[src/sv/gda_pkg.sv]
`timescale 1ns / 1ps
// Shared types, month codes and calendar functions for the date advance block.
package gda_pkg;

  localparam int DAY_W   = 5;
  localparam int MONTH_W = 4;
  localparam int YEAR_W  = 16;

  // Month codes.
  localparam logic [MONTH_W-1:0] MONTH_JAN = 4'd1;
  localparam logic [MONTH_W-1:0] MONTH_FEB = 4'd2;
  localparam logic [MONTH_W-1:0] MONTH_MAR = 4'd3;
  localparam logic [MONTH_W-1:0] MONTH_APR = 4'd4;
  localparam logic [MONTH_W-1:0] MONTH_MAY = 4'd5;
  localparam logic [MONTH_W-1:0] MONTH_JUN = 4'd6;
  localparam logic [MONTH_W-1:0] MONTH_JUL = 4'd7;
  localparam logic [MONTH_W-1:0] MONTH_AUG = 4'd8;
  localparam logic [MONTH_W-1:0] MONTH_SEP = 4'd9;
  localparam logic [MONTH_W-1:0] MONTH_OCT = 4'd10;
  localparam logic [MONTH_W-1:0] MONTH_NOV = 4'd11;
  localparam logic [MONTH_W-1:0] MONTH_DEC = 4'd12;

  // Action codes.
  localparam logic ACT_LOAD    = 1'b0;
  localparam logic ACT_ADVANCE = 1'b1;

  localparam logic [YEAR_W-1:0] YEAR_MAX = 16'hFFFF;

  // Multiplicative inverse of 25 modulo 2^14 and the divisibility bound.
  localparam logic [13:0] INV25     = 14'd7209;
  localparam logic [13:0] DIV25_MAX = 14'd655;

  typedef struct packed {
    logic [DAY_W-1:0]   day;
    logic [MONTH_W-1:0] month;
    logic [YEAR_W-1:0]  year;
  } date_t;

  typedef struct packed {
    logic done;
    logic wrap;
  } step_stat_t;

  // Leap-year test. Divisibility by 100 is checked as divisibility by 4 and
  // then of year/4 by 25, using the modular inverse of 25.
  function automatic logic is_leap(input logic [YEAR_W-1:0] y);
    logic [27:0] prod;
    logic        div4;
    logic        div100;
    logic        div400;
    prod   = {14'd0, y[15:2]} * {14'd0, INV25};
    div4   = (y[1:0] == 2'd0);
    div100 = div4 && (prod[13:0] <= DIV25_MAX);
    div400 = div100 && (y[3:2] == 2'd0);
    return div4 && (!div100 || div400);
  endfunction

  // Length of a month in days; zero for a month code that means nothing.
  function automatic logic [DAY_W-1:0] month_length(input logic [MONTH_W-1:0] m,
                                                    input logic [YEAR_W-1:0] y);
    logic [DAY_W-1:0] len;
    unique case (m)
      MONTH_JAN, MONTH_MAR, MONTH_MAY, MONTH_JUL,
      MONTH_AUG, MONTH_OCT, MONTH_DEC: len = 5'd31;
      MONTH_APR, MONTH_JUN, MONTH_SEP, MONTH_NOV: len = 5'd30;
      MONTH_FEB: len = is_leap(y) ? 5'd29 : 5'd28;
      default: len = 5'd0;
    endcase
    return len;
  endfunction

endpackage

[src/sv/gda_step.sv]
`timescale 1ns / 1ps
// Month step unit: moves a date forward by at most one month per use.
module gda_step import gda_pkg::*; #(
  parameter int ADVANCE_BITS = 16
) (
  input  date_t                   cur,
  input  logic [ADVANCE_BITS-1:0] days_left,
  output date_t                   nxt,
  output logic [ADVANCE_BITS-1:0] days_left_next,
  output step_stat_t              stat
);

  logic [DAY_W-1:0]        len;
  logic [DAY_W-1:0]        room;
  logic [ADVANCE_BITS-1:0] room_ext;
  logic                    fits;

  // Days remaining in the current month after the current day.
  assign len      = month_length(cur.month, cur.year);
  assign room     = len - cur.day;
  assign room_ext = ADVANCE_BITS'(room);
  assign fits     = (days_left <= room_ext);

  // Either finish inside this month or jump to the first of the next one.
  always_comb begin
    nxt            = cur;
    days_left_next = days_left;
    stat.done      = fits;
    stat.wrap      = 1'b0;
    if (fits) begin
      nxt.day        = cur.day + days_left[DAY_W-1:0];
      days_left_next = '0;
    end else begin
      days_left_next = days_left - room_ext - ADVANCE_BITS'(1);
      nxt.day        = 5'd1;
      if (cur.month != MONTH_DEC) begin
        nxt.month = cur.month + 4'd1;
      end else begin
        nxt.month = MONTH_JAN;
        nxt.year  = cur.year + 16'd1;
        stat.wrap = (cur.year == YEAR_MAX);
      end
    end
  end

endmodule

[src/sv/gregorian_date_advance.sv]
`timescale 1ns / 1ps
// Top level: Gregorian date register with load and forward advance.
//
//  channel | signals                                         | direction
//  --------+-------------------------------------------------+----------
//  input   | in_valid, in_stall, action, load_day,           | in
//          | load_month, load_year, advance_days             |
//  output  | out_valid, out_stall, day, month, year,         | out
//          | load_error, year_wrapped                        |
//
// A load goes to ST_FIN. An advance steps in ST_RUN, one month boundary at
// most per step of the single month step unit, then to ST_FIN; 65535 days
// cross about 2150 months. One transaction is worked at a time; in_stall is
// high while it runs or while its result waits for the output register.
// Reset (rst, synchronous) sets the date to January 1 of year 0.
module gregorian_date_advance import gda_pkg::*; #(
  parameter int ADVANCE_BITS = 16
) (
  input  logic                    clk,
  input  logic                    rst,
  input  logic                    in_valid,
  output logic                    in_stall,
  input  logic                    action,
  input  logic [DAY_W-1:0]        load_day,
  input  logic [MONTH_W-1:0]      load_month,
  input  logic [YEAR_W-1:0]       load_year,
  input  logic [ADVANCE_BITS-1:0] advance_days,
  output logic                    out_valid,
  input  logic                    out_stall,
  output logic [DAY_W-1:0]        day,
  output logic [MONTH_W-1:0]      month,
  output logic [YEAR_W-1:0]       year,
  output logic                    load_error,
  output logic                    year_wrapped
);

  typedef enum logic [1:0] {
    ST_IDLE,
    ST_RUN,
    ST_FIN
  } state_t;

  state_t                  state;
  date_t                   cur;
  logic [ADVANCE_BITS-1:0] days_left;
  logic                    err;
  logic                    wrapped;

  date_t                   step_nxt;
  logic [ADVANCE_BITS-1:0] step_days_next;
  step_stat_t              step_stat;

  logic [DAY_W-1:0]        load_len;
  logic                    load_ok;
  logic                    out_free;

  gda_step #(
    .ADVANCE_BITS(ADVANCE_BITS)
  ) u_step (
    .cur           (cur),
    .days_left     (days_left),
    .nxt           (step_nxt),
    .days_left_next(step_days_next),
    .stat          (step_stat)
  );

  // Load check against the length of the loaded month.
  assign load_len = month_length(load_month, load_year);
  assign load_ok  = (load_len != 5'd0) && (load_day != 5'd0) && (load_day <= load_len);

  assign in_stall = (state != ST_IDLE);
  assign out_free = !out_valid || !out_stall;

  // Sequencer, date state and output register.
  always_ff @(posedge clk) begin
    if (rst) begin
      state        <= ST_IDLE;
      cur.day      <= 5'd1;
      cur.month    <= MONTH_JAN;
      cur.year     <= '0;
      days_left    <= '0;
      err          <= 1'b0;
      wrapped      <= 1'b0;
      out_valid    <= 1'b0;
      day          <= '0;
      month        <= '0;
      year         <= '0;
      load_error   <= 1'b0;
      year_wrapped <= 1'b0;
    end else begin
      // A taken result is dropped unless a new one replaces it this cycle.
      if (out_valid && !out_stall && state != ST_FIN) begin
        out_valid <= 1'b0;
      end
      unique case (state)
        ST_IDLE: begin
          if (in_valid) begin
            wrapped <= 1'b0;
            if (action == ACT_LOAD) begin
              err   <= !load_ok;
              state <= ST_FIN;
              if (load_ok) begin
                cur.day   <= load_day;
                cur.month <= load_month;
                cur.year  <= load_year;
              end
            end else begin
              err       <= 1'b0;
              days_left <= advance_days;
              state     <= ST_RUN;
            end
          end
        end
        ST_RUN: begin
          cur       <= step_nxt;
          days_left <= step_days_next;
          if (step_stat.wrap) begin
            wrapped <= 1'b1;
          end
          if (step_stat.done) begin
            state <= ST_FIN;
          end
        end
        ST_FIN: begin
          if (out_free) begin
            out_valid    <= 1'b1;
            day          <= cur.day;
            month        <= cur.month;
            year         <= cur.year;
            load_error   <= err;
            year_wrapped <= wrapped;
            state        <= ST_IDLE;
          end
        end
        default: state <= ST_IDLE;
      endcase
    end
  end

endmodule

[config.mk]
export PLATFORM = sky130hd
export DESIGN_NAME = gregorian_date_advance
export DESIGN_NICKNAME = d
export VERILOG_FILES = /design/src/sv/gda_pkg.sv /design/src/sv/gda_step.sv /design/src/sv/gregorian_date_advance.sv
export SDC_FILE = /design/constraint.sdc
export NUM_CORES = 1
export LEC_CHECK = 0
export ABC_CLOCK_PERIOD_IN_PS = 10900
export BUFFER_PORTS_ARGS = -buffer_cell sky130_fd_sc_hd__buf_2
export CORE_ASPECT_RATIO = 1.25
export CORE_MARGIN = 2
export CORE_UTILIZATION = 50
export DETAILED_ROUTE_END_ITERATION = 8
export GPL_ROUTABILITY_DRIVEN = 0
export PLACE_DENSITY = 0.81
export SKIP_CTS_REPAIR_TIMING = 1
export SLEW_MARGIN = 20
export SYNTH_ARGS = -nofsm -noshare
export SYNTH_HDL_FRONTEND = slang
export SYNTH_SLANG_ARGS = --single-unit
[constraint.sdc]
create_clock -name clk -period 10.9 [get_ports clk]
set_input_delay 1.09 -clock clk [delete_from_list [all_inputs] [get_ports clk]]
set_output_delay 1.09 -clock clk [all_outputs]
set_load 0.005 [all_outputs]
==> results of run 1 <==
sequential cells by signal (all words and copies together) (netlist names):
name,flops
cur,25
days_left,16
year,16
day,5
month,4
state,2
err,1
load_error,1
out_valid,1
wrapped,1
year_wrapped,1
per-layer routing:
metal  vias to the layer above  global-route usage (%)  routed length [um]
met4                         0                   9.307                 549
met3                        42                   3.609                 674
met2                       158                   41.84                8394
met5                         -                       0                   0
li1                       2953                       -                   -
met1                      2800                   28.55                6555
cell usage in the layout (no fill, tap or decap), types with 8 or more instances in the layout:
| master | instances |
|---|---|
| ha_1 | 104 |
| inv_1 | 91 |
| nand2_1 | 85 |
| buf_2 | 74 |
| dfxtp_1 | 73 |
| a21oi_1 | 66 |
| nor2_1 | 44 |
| o21ai_0 | 34 |
| xnor2_1 | 29 |
| fa_1 | 25 |
| nor3_1 | 21 |
| nand3_1 | 18 |
| o22ai_1 | 15 |
| a221oi_1 | 11 |
| a211oi_1 | 9 |
| xor2_1 | 9 |
| o31ai_1 | 9 |
| clkbuf_16 | 9 |
| a21o_1 | 8 |
power by group through the flow:
stage / registers, mW / logic, mW / clock network (mW)
floorplan: 0.314 / 0.439 / 0
global placement: 0.328 / 0.531 / 0
finish: 0.323 / 0.552 / 0.305
detailed placement: 0.328 / 0.540 / 0
global route: 0.326 / 0.624 / 0.320
CTS: 0.322 / 0.547 / 0.305
cell families (layout without fill, tap and decap cells):
kind of cell,Yosys count,in the layout,share of synthesized area [%]
xor+xnor,38,38,5.076
simple gates,217,217,15.97
fa+ha+maj,129,129,27.48
buf+inv,122,183,7.404
compound gates,214,214,21.47
flops,73,73,22.29
mux,2,2,0.3054
worst max path at each step:
stage	from	cells past startpoint	to	slack [ns]
detailed placement	cur[2]	28	cur[14]	3.40
CTS	cur[2]	28	cur[3]	3.35
finish	cur[2]	28	cur[3]	3.26
floorplan	cur[2]	29	cur[10]	4.10
global placement	cur[2]	28	cur[7]	3.53
global route	cur[2]	28	days_left[8]	2.69
area by class of cell:
class	instances	share of cell area, %
flip-flops and latches	73	19.96
clock inverters	7	1.093
well taps	168	2.870
clock buffers	9	3.075
inverters	92	4.716
repair buffers	75	5.160
multi-input cells	600	63.13
critical path: cells and delay by family, from the launching register on:
kind	cells	cell delay [ns]
flip-flops	1	0.54
multiplexers	1	0.09
AND/OR/NAND/NOR	2	0.52
XOR/XNOR	2	0.35
buffers and inverters	4	0.20
AO/OA/AOI/OAI	10	2.45
adder cells (fa/ha/maj)	9	3.32
==> summary.md, run 1 <==
| Metric | Value |
|---|---|
| Status | `finished clean` |
| Sw Pwr | `483.8 uW` |
| Setup Slack @ Placement | `3.397 ns` |
| Final setup vio count | `0` |
| Crit path largest cell delay | `0.54 ns` |
| Startpoint types | `flip-flop` |
| Remaining antenna violation count | `0` |
| Cell Area, Placed | `0.007010 mm^2` |
| Largest net degree at the start of global routing | `51` |
| Buffers added on ports | `74` |
| Top cell by count, worst path | `ha_1` |
| Die area | `0.01405 mm^2` |
| Fin crit share | `a little over two thirds` |
| Sequential fraction of design power | `27.4%` |
| Type of destination of the critical path | `flip-flop` |
| Core region area | `about 0.013 mm^2` |
| Worst EP arrival | `7.83 ns` |
| Number of antenna violations at the first check in global routing | `0` |
| Die H | `132.0 um` |
| WHS | `between 0.4 and 0.5 ns` |
| WHS Path Cells | `2` |
| Syn nets | `970` |
| Final nets | `1,026` |
| Syn avg cell area | `about 8.2 um^2` |
| Clock latency on the worst-skew pair | `0.34 ns` |
| Flops & latches, synth | `73` |
| Comb pwr share | `approximately 47%` |
| Worst Skew | `0.006943 ns` |
| Count leader, synth | `ha_1` |
| CP Class | `flip-flop to flip-flop` |
| Routed vias | `5,953` |
| Area of the multi-input gates | `0.004623 mm^2` |
| Iteration-0 DRC Markers | `267` |
| Clock power share | `25.8%` |
| Fin crit period | `about 7.6 ns` |
| Fill cells | `1,173` |
| Maximum buffer depth of the clock tree | `2` |
| Hold Startpoint | `year[9]` |
| HPWL Detailed | `12.58 mm` |
| Dominant synthesized flop cell | `dfxtp_1` |
| Slew at the pin with the worst max-slew slack | `~0.96 ns` |
| Sequential element share of the synthesized area | `22.29%` |
| Routed WL | `about 16 mm` |
| Clock sink count | `73` |
| Clock Tree Root | `clkbuf_16` |
| Utilization of the core after routing | `57.31%` |
| Drt pass-1 iters | `5` |
| HP Class | `flip-flop to flip-flop` |
| Maximum fanout along the worst path | `15` |
| CP required | `11.10 ns` |
| Maximum VDD drop | `125.0 uV` |
| Sw frac | `41.03%` |
| Slowest CP cell | `dfxtp_1` |
| Non-filler instance count after layout | `roughly 1,000` |
| Post-synthesis cell type with the largest combined area | `dfxtp_1` |
| Yosys warns | `0` |
| Worst rel slew slack | `36.25%` |
| Power per standard cell area | `161.0 mW/mm^2` |
| Synth cell types | `67` |
| Register area | `0.001461 mm^2` |
| GRT Total Usage | `23.65%` |
| Standard-cell rows | `46` |
| Placed Cells | `1,008` |
| Vias per cell | `5.813` |
| Async set or reset register ratio after synthesis | `0%` |
| Post-route cell area | `0.007323 mm^2` |
| Setup tns final | `0 ns` |
| Hold Path End | `year[9]` |
| Synth Instances | `a little under 800` |
| Final worst setup slack | `3.263 ns` |
| Max frequency | `0.1309 GHz` |
| I/O pin total | `75` |
| Number of synthesized flops with an enable pin | `0` |
| Clk slew on worst S/H paths | `0.06 ns` |
| Max Slew Vio Count | `0` |
| Starting Density | `51.31%` |
| Die X | `106.4 um` |
| First-pass GRT wire length | `about 27 mm` |
| Count of final hold-check violations | `0` |
| R2R Setup Slk | `3.26 ns` |
| Int Power | `695.4 uW` |
| GRT overflow | `0` |
| Synth area leaders | `dfxtp_1 22%, ha_1 20%, fa_1 7.6%` |
| H-tree Lvls | `3` |
| Max-cap check violation count | `0` |
| Share of cells above drive strength 1 | `12.38%` |
| R2r endpoint | `cur[3]` |
| Leakage | `around 3.3 nW` |
| CTS tree | `yes` |
| Synth top area share | `around 22%` |
| Synthesized cell area | `about 0.0066 mm^2` |
| CTS buffer count | `9` |
| Wirelength per Cell | `15.79 um` |
| R2R depth | `28` |
| # DRC | `0` |
| RSZ-0062 raised after global routing | `false` |
| Reg-to-reg startpoint | `cur[2]` |
| Final Total Pwr | `1.179 mW` |
| Ant diodes | `0` |
| Synth top cells by count | `104 x ha_1, 91 x inv_1, 85 x nand2_1` |
| Area growth, synth to finish | `11.70%` |
| Number of global-route vias before repair | `5,713` |
Power figures use the tool's default switching activity.
==> inputs of run 2 (changes only) <==
Settings changed: ABC_CLOCK_PERIOD_IN_PS 10900 to 7800.
Clock period 10.9 ns to 7.8 ns, I/O delays scaled along.
==> run 2 against run 1 <==
Effect of this change: routed wire length increased by 5.1%; clock power grew 51%; global-route usage grew 0.76 points; flip-flop and latch count unchanged; worst setup slack got worse by 2.7 ns; clock skew rose by 0.00094 ns; register-to-register slack worse by 2.7 ns; utilization up 0.93 points; first-iteration DRC count increased by 36%.
==> summary.md, run 2 (synthesis gave the netlist of run 1 again) <==
| Metric | Value |
|---|---|
| Status | `finished clean` |
| Startpoint types | `flip-flop` |
| Clock sink count | `73 (unchanged)` |
| Drt pass-1 iters | `5 (unchanged)` |
| Power per standard cell area | `228.3 mW/mm^2 (+42%)` |
| CTS tree | `yes` |
| I/O pin total | `75 (unchanged)` |
| Iteration-0 DRC Markers | `364 (+36%)` |
| Final Total Pwr | `1.699 mW (+44%)` |
| H-tree Lvls | `3 (unchanged)` |
| Fin crit period | `7.228 ns (-0.4096 ns)` |
| Largest registers | `cur x25, days_left x16, year x16` |
| Number of global-route vias before repair | `5,952 (+4.2%)` |
| Clock Tree Root | `clkbuf_16` |
| Remaining antenna violation count | `0 (unchanged)` |
| Max Slew Vio Count | `0 (unchanged)` |
| Final nets | `1,036 (+0.97%)` |
| CP required | `8.09 ns (-3.01 ns)` |
| Standard-cell rows | `46 (unchanged)` |
| Reg-to-reg startpoint | `cur[3]` |
| Vias per cell | `5.908 (+1.6%)` |
| Core region area | `0.01278 mm^2 (unchanged)` |
| Ant diodes | `0 (unchanged)` |
| R2R Setup Slk | `0.57 ns (-2.69 ns)` |
| Starting Density | `51.31% (unchanged)` |
| Top delay family on crit path | `adder cells` |
| CP Class | `flip-flop to flip-flop` |
| Post-route cell area | `0.007442 mm^2 (+1.6%)` |
| Number of antenna violations at the first check in global routing | `0 (unchanged)` |
| Hold Path End | `year[9]` |
| Max FFs per register | `25 (unchanged)` |
| Leakage | `3.417 nW (+2.2%)` |
| Buffers added on ports | `74 (unchanged)` |
| Most frequent cells in the layout | `104 x ha_1, 91 x inv_1, 85 x nand2_1` |
| Clk slew on worst S/H paths | `0.06 ns (about the same)` |
| Type of destination of the critical path | `flip-flop` |
| Max-cap check violation count | `0 (unchanged)` |
| Maximum buffer depth of the clock tree | `2 (unchanged)` |
| Die X | `106.4 um (unchanged)` |
| Wirelength per Cell | `16.44 um (+4.1%)` |
| Routed vias | `6,109 (+2.6%)` |
| Share of cells above drive strength 1 | `13.86% (+1.5 points)` |
| GRT Total Usage | `24.40% (+0.76 points)` |
| HP Class | `flip-flop to flip-flop` |
| Area growth, synth to finish | `13.51%` |
| Die area | `0.01405 mm^2 (unchanged)` |
| Slowest CP cell | `or3b_2` |
| WHS Path Cells | `2 (unchanged)` |
| Die H | `132.0 um (unchanged)` |
| GRT overflow | `0 (unchanged)` |
| Count of final hold-check violations | `0 (unchanged)` |
| Maximum VDD drop | `191.9 uV (+54%)` |
| Fin crit share | `92.66% (+23 points)` |
| Worst rel slew slack | `35.68% (-0.57 points)` |
| HPWL Detailed | `12.85 mm (+2.1%)` |
| Largest net degree at the start of global routing | `51 (unchanged)` |
| Setup tns final | `0 ns (unchanged)` |
| Final setup vio count | `0 (unchanged)` |
| Max frequency | `0.1384 GHz (+5.7%)` |
| Worst Skew | `0.007885 ns (+0.0009425 ns)` |
| Commonest non-fill, non-tap cell in the layout | `ha_1` |
| RSZ-0062 raised after global routing | `false` |
| Top reg by flops | `cur` |
| Worst EP arrival | `7.52 ns (-0.31 ns)` |
| Crit path buf inv count | `5 (+1)` |
| Maximum fanout along the worst path | `9 (-6)` |
| First-pass GRT wire length | `28.00 mm (+2.5%)` |
| Clock latency on the worst-skew pair | `0.35 ns (about the same)` |
| # DRC | `0 (unchanged)` |
| Routed WL | `17.00 mm (+5.1%)` |
| CTS buffer count | `9 (unchanged)` |
| Cell Area, Placed | `0.007063 mm^2 (+0.75%)` |
| R2r endpoint | `days_left[15]` |
| Hold Startpoint | `year[9]` |
| Slew at the pin with the worst max-slew slack | `0.9621 ns (+0.005908 ns)` |
| Crit path largest cell delay | `0.61 ns (+0.07 ns)` |
| R2R depth | `28 (unchanged)` |
-- run 2: worst max-delay path by stage --
stage / start / endpoint / slack, ns / cells past startpoint
6_report: cur[3] / days_left[15] / 0.57 / 28
5_1_grt: cur[2] / days_left[15] / 0.02 / 28
4_1_cts: cur[3] / cur[3] / 0.22 / 28
3_5_place_dp: cur[3] / cur[14] / 0.32 / 28
3_3_place_gp: cur[3] / cur[6] / 0.44 / 28
2_1_floorplan: cur[2] / cur[10] / 1.0 / 29
-- run 2: area by class of cell --
type	count	area [um^2]
Clock inverter	7	103.9
Tap cell	168	210.2
Multi-Input combinational cell	600	4639
Sequential cell	73	1465
Fill cell	1166	5335
Inverter	92	345.3
Clock buffer	9	225.2
Timing Repair Buffer	85	452.9
-- run 2: per-layer routing --
layer | GRT usage (%) | routed length, um | part of all wire [%]
met1 | 28.06 | 6588 | 39
met2 | 44.27 | 8803 | 52
met3 | 3.065 | 954 | 5.6
met4 | 11.69 | 650 | 3.8
met5 | 0 | 0 | 0
-- run 2: worst min-delay path, cell delays in order, from the launching register on --
cell     delay [ns]
dfxtp_1        0.31
nand2_1        0.05
a21oi_1        0.05
-- run 2: where the power goes --
| group | total, mW | internal, mW | switching (mW) | leakage (nW) |
|---|---|---|---|---|
| clock network | 0.461 | 0.283 | 0.177 | 0.160 |
| registers | 0.449 | 0.405 | 0.0440 | 0.596 |
| logic | 0.790 | 0.326 | 0.464 | 2.66 |
| total | 1.70 | 1.01 | 0.685 | 3.42 |
-- run 2: per-stage QoR --
stage               util (%)  setup slack, ns  std cells  hold slack [ns]
global route           58.25          0.01995       1034           0.4779
CTS                    57.85           0.2212       1031           0.4544
global placement       55.28           0.4417       1015           0.4421
finish                 58.25           0.5723       1034           0.4519
floorplan                  -           0.9993        795           0.4321
detailed placement     55.28           0.3204       1015           0.4456
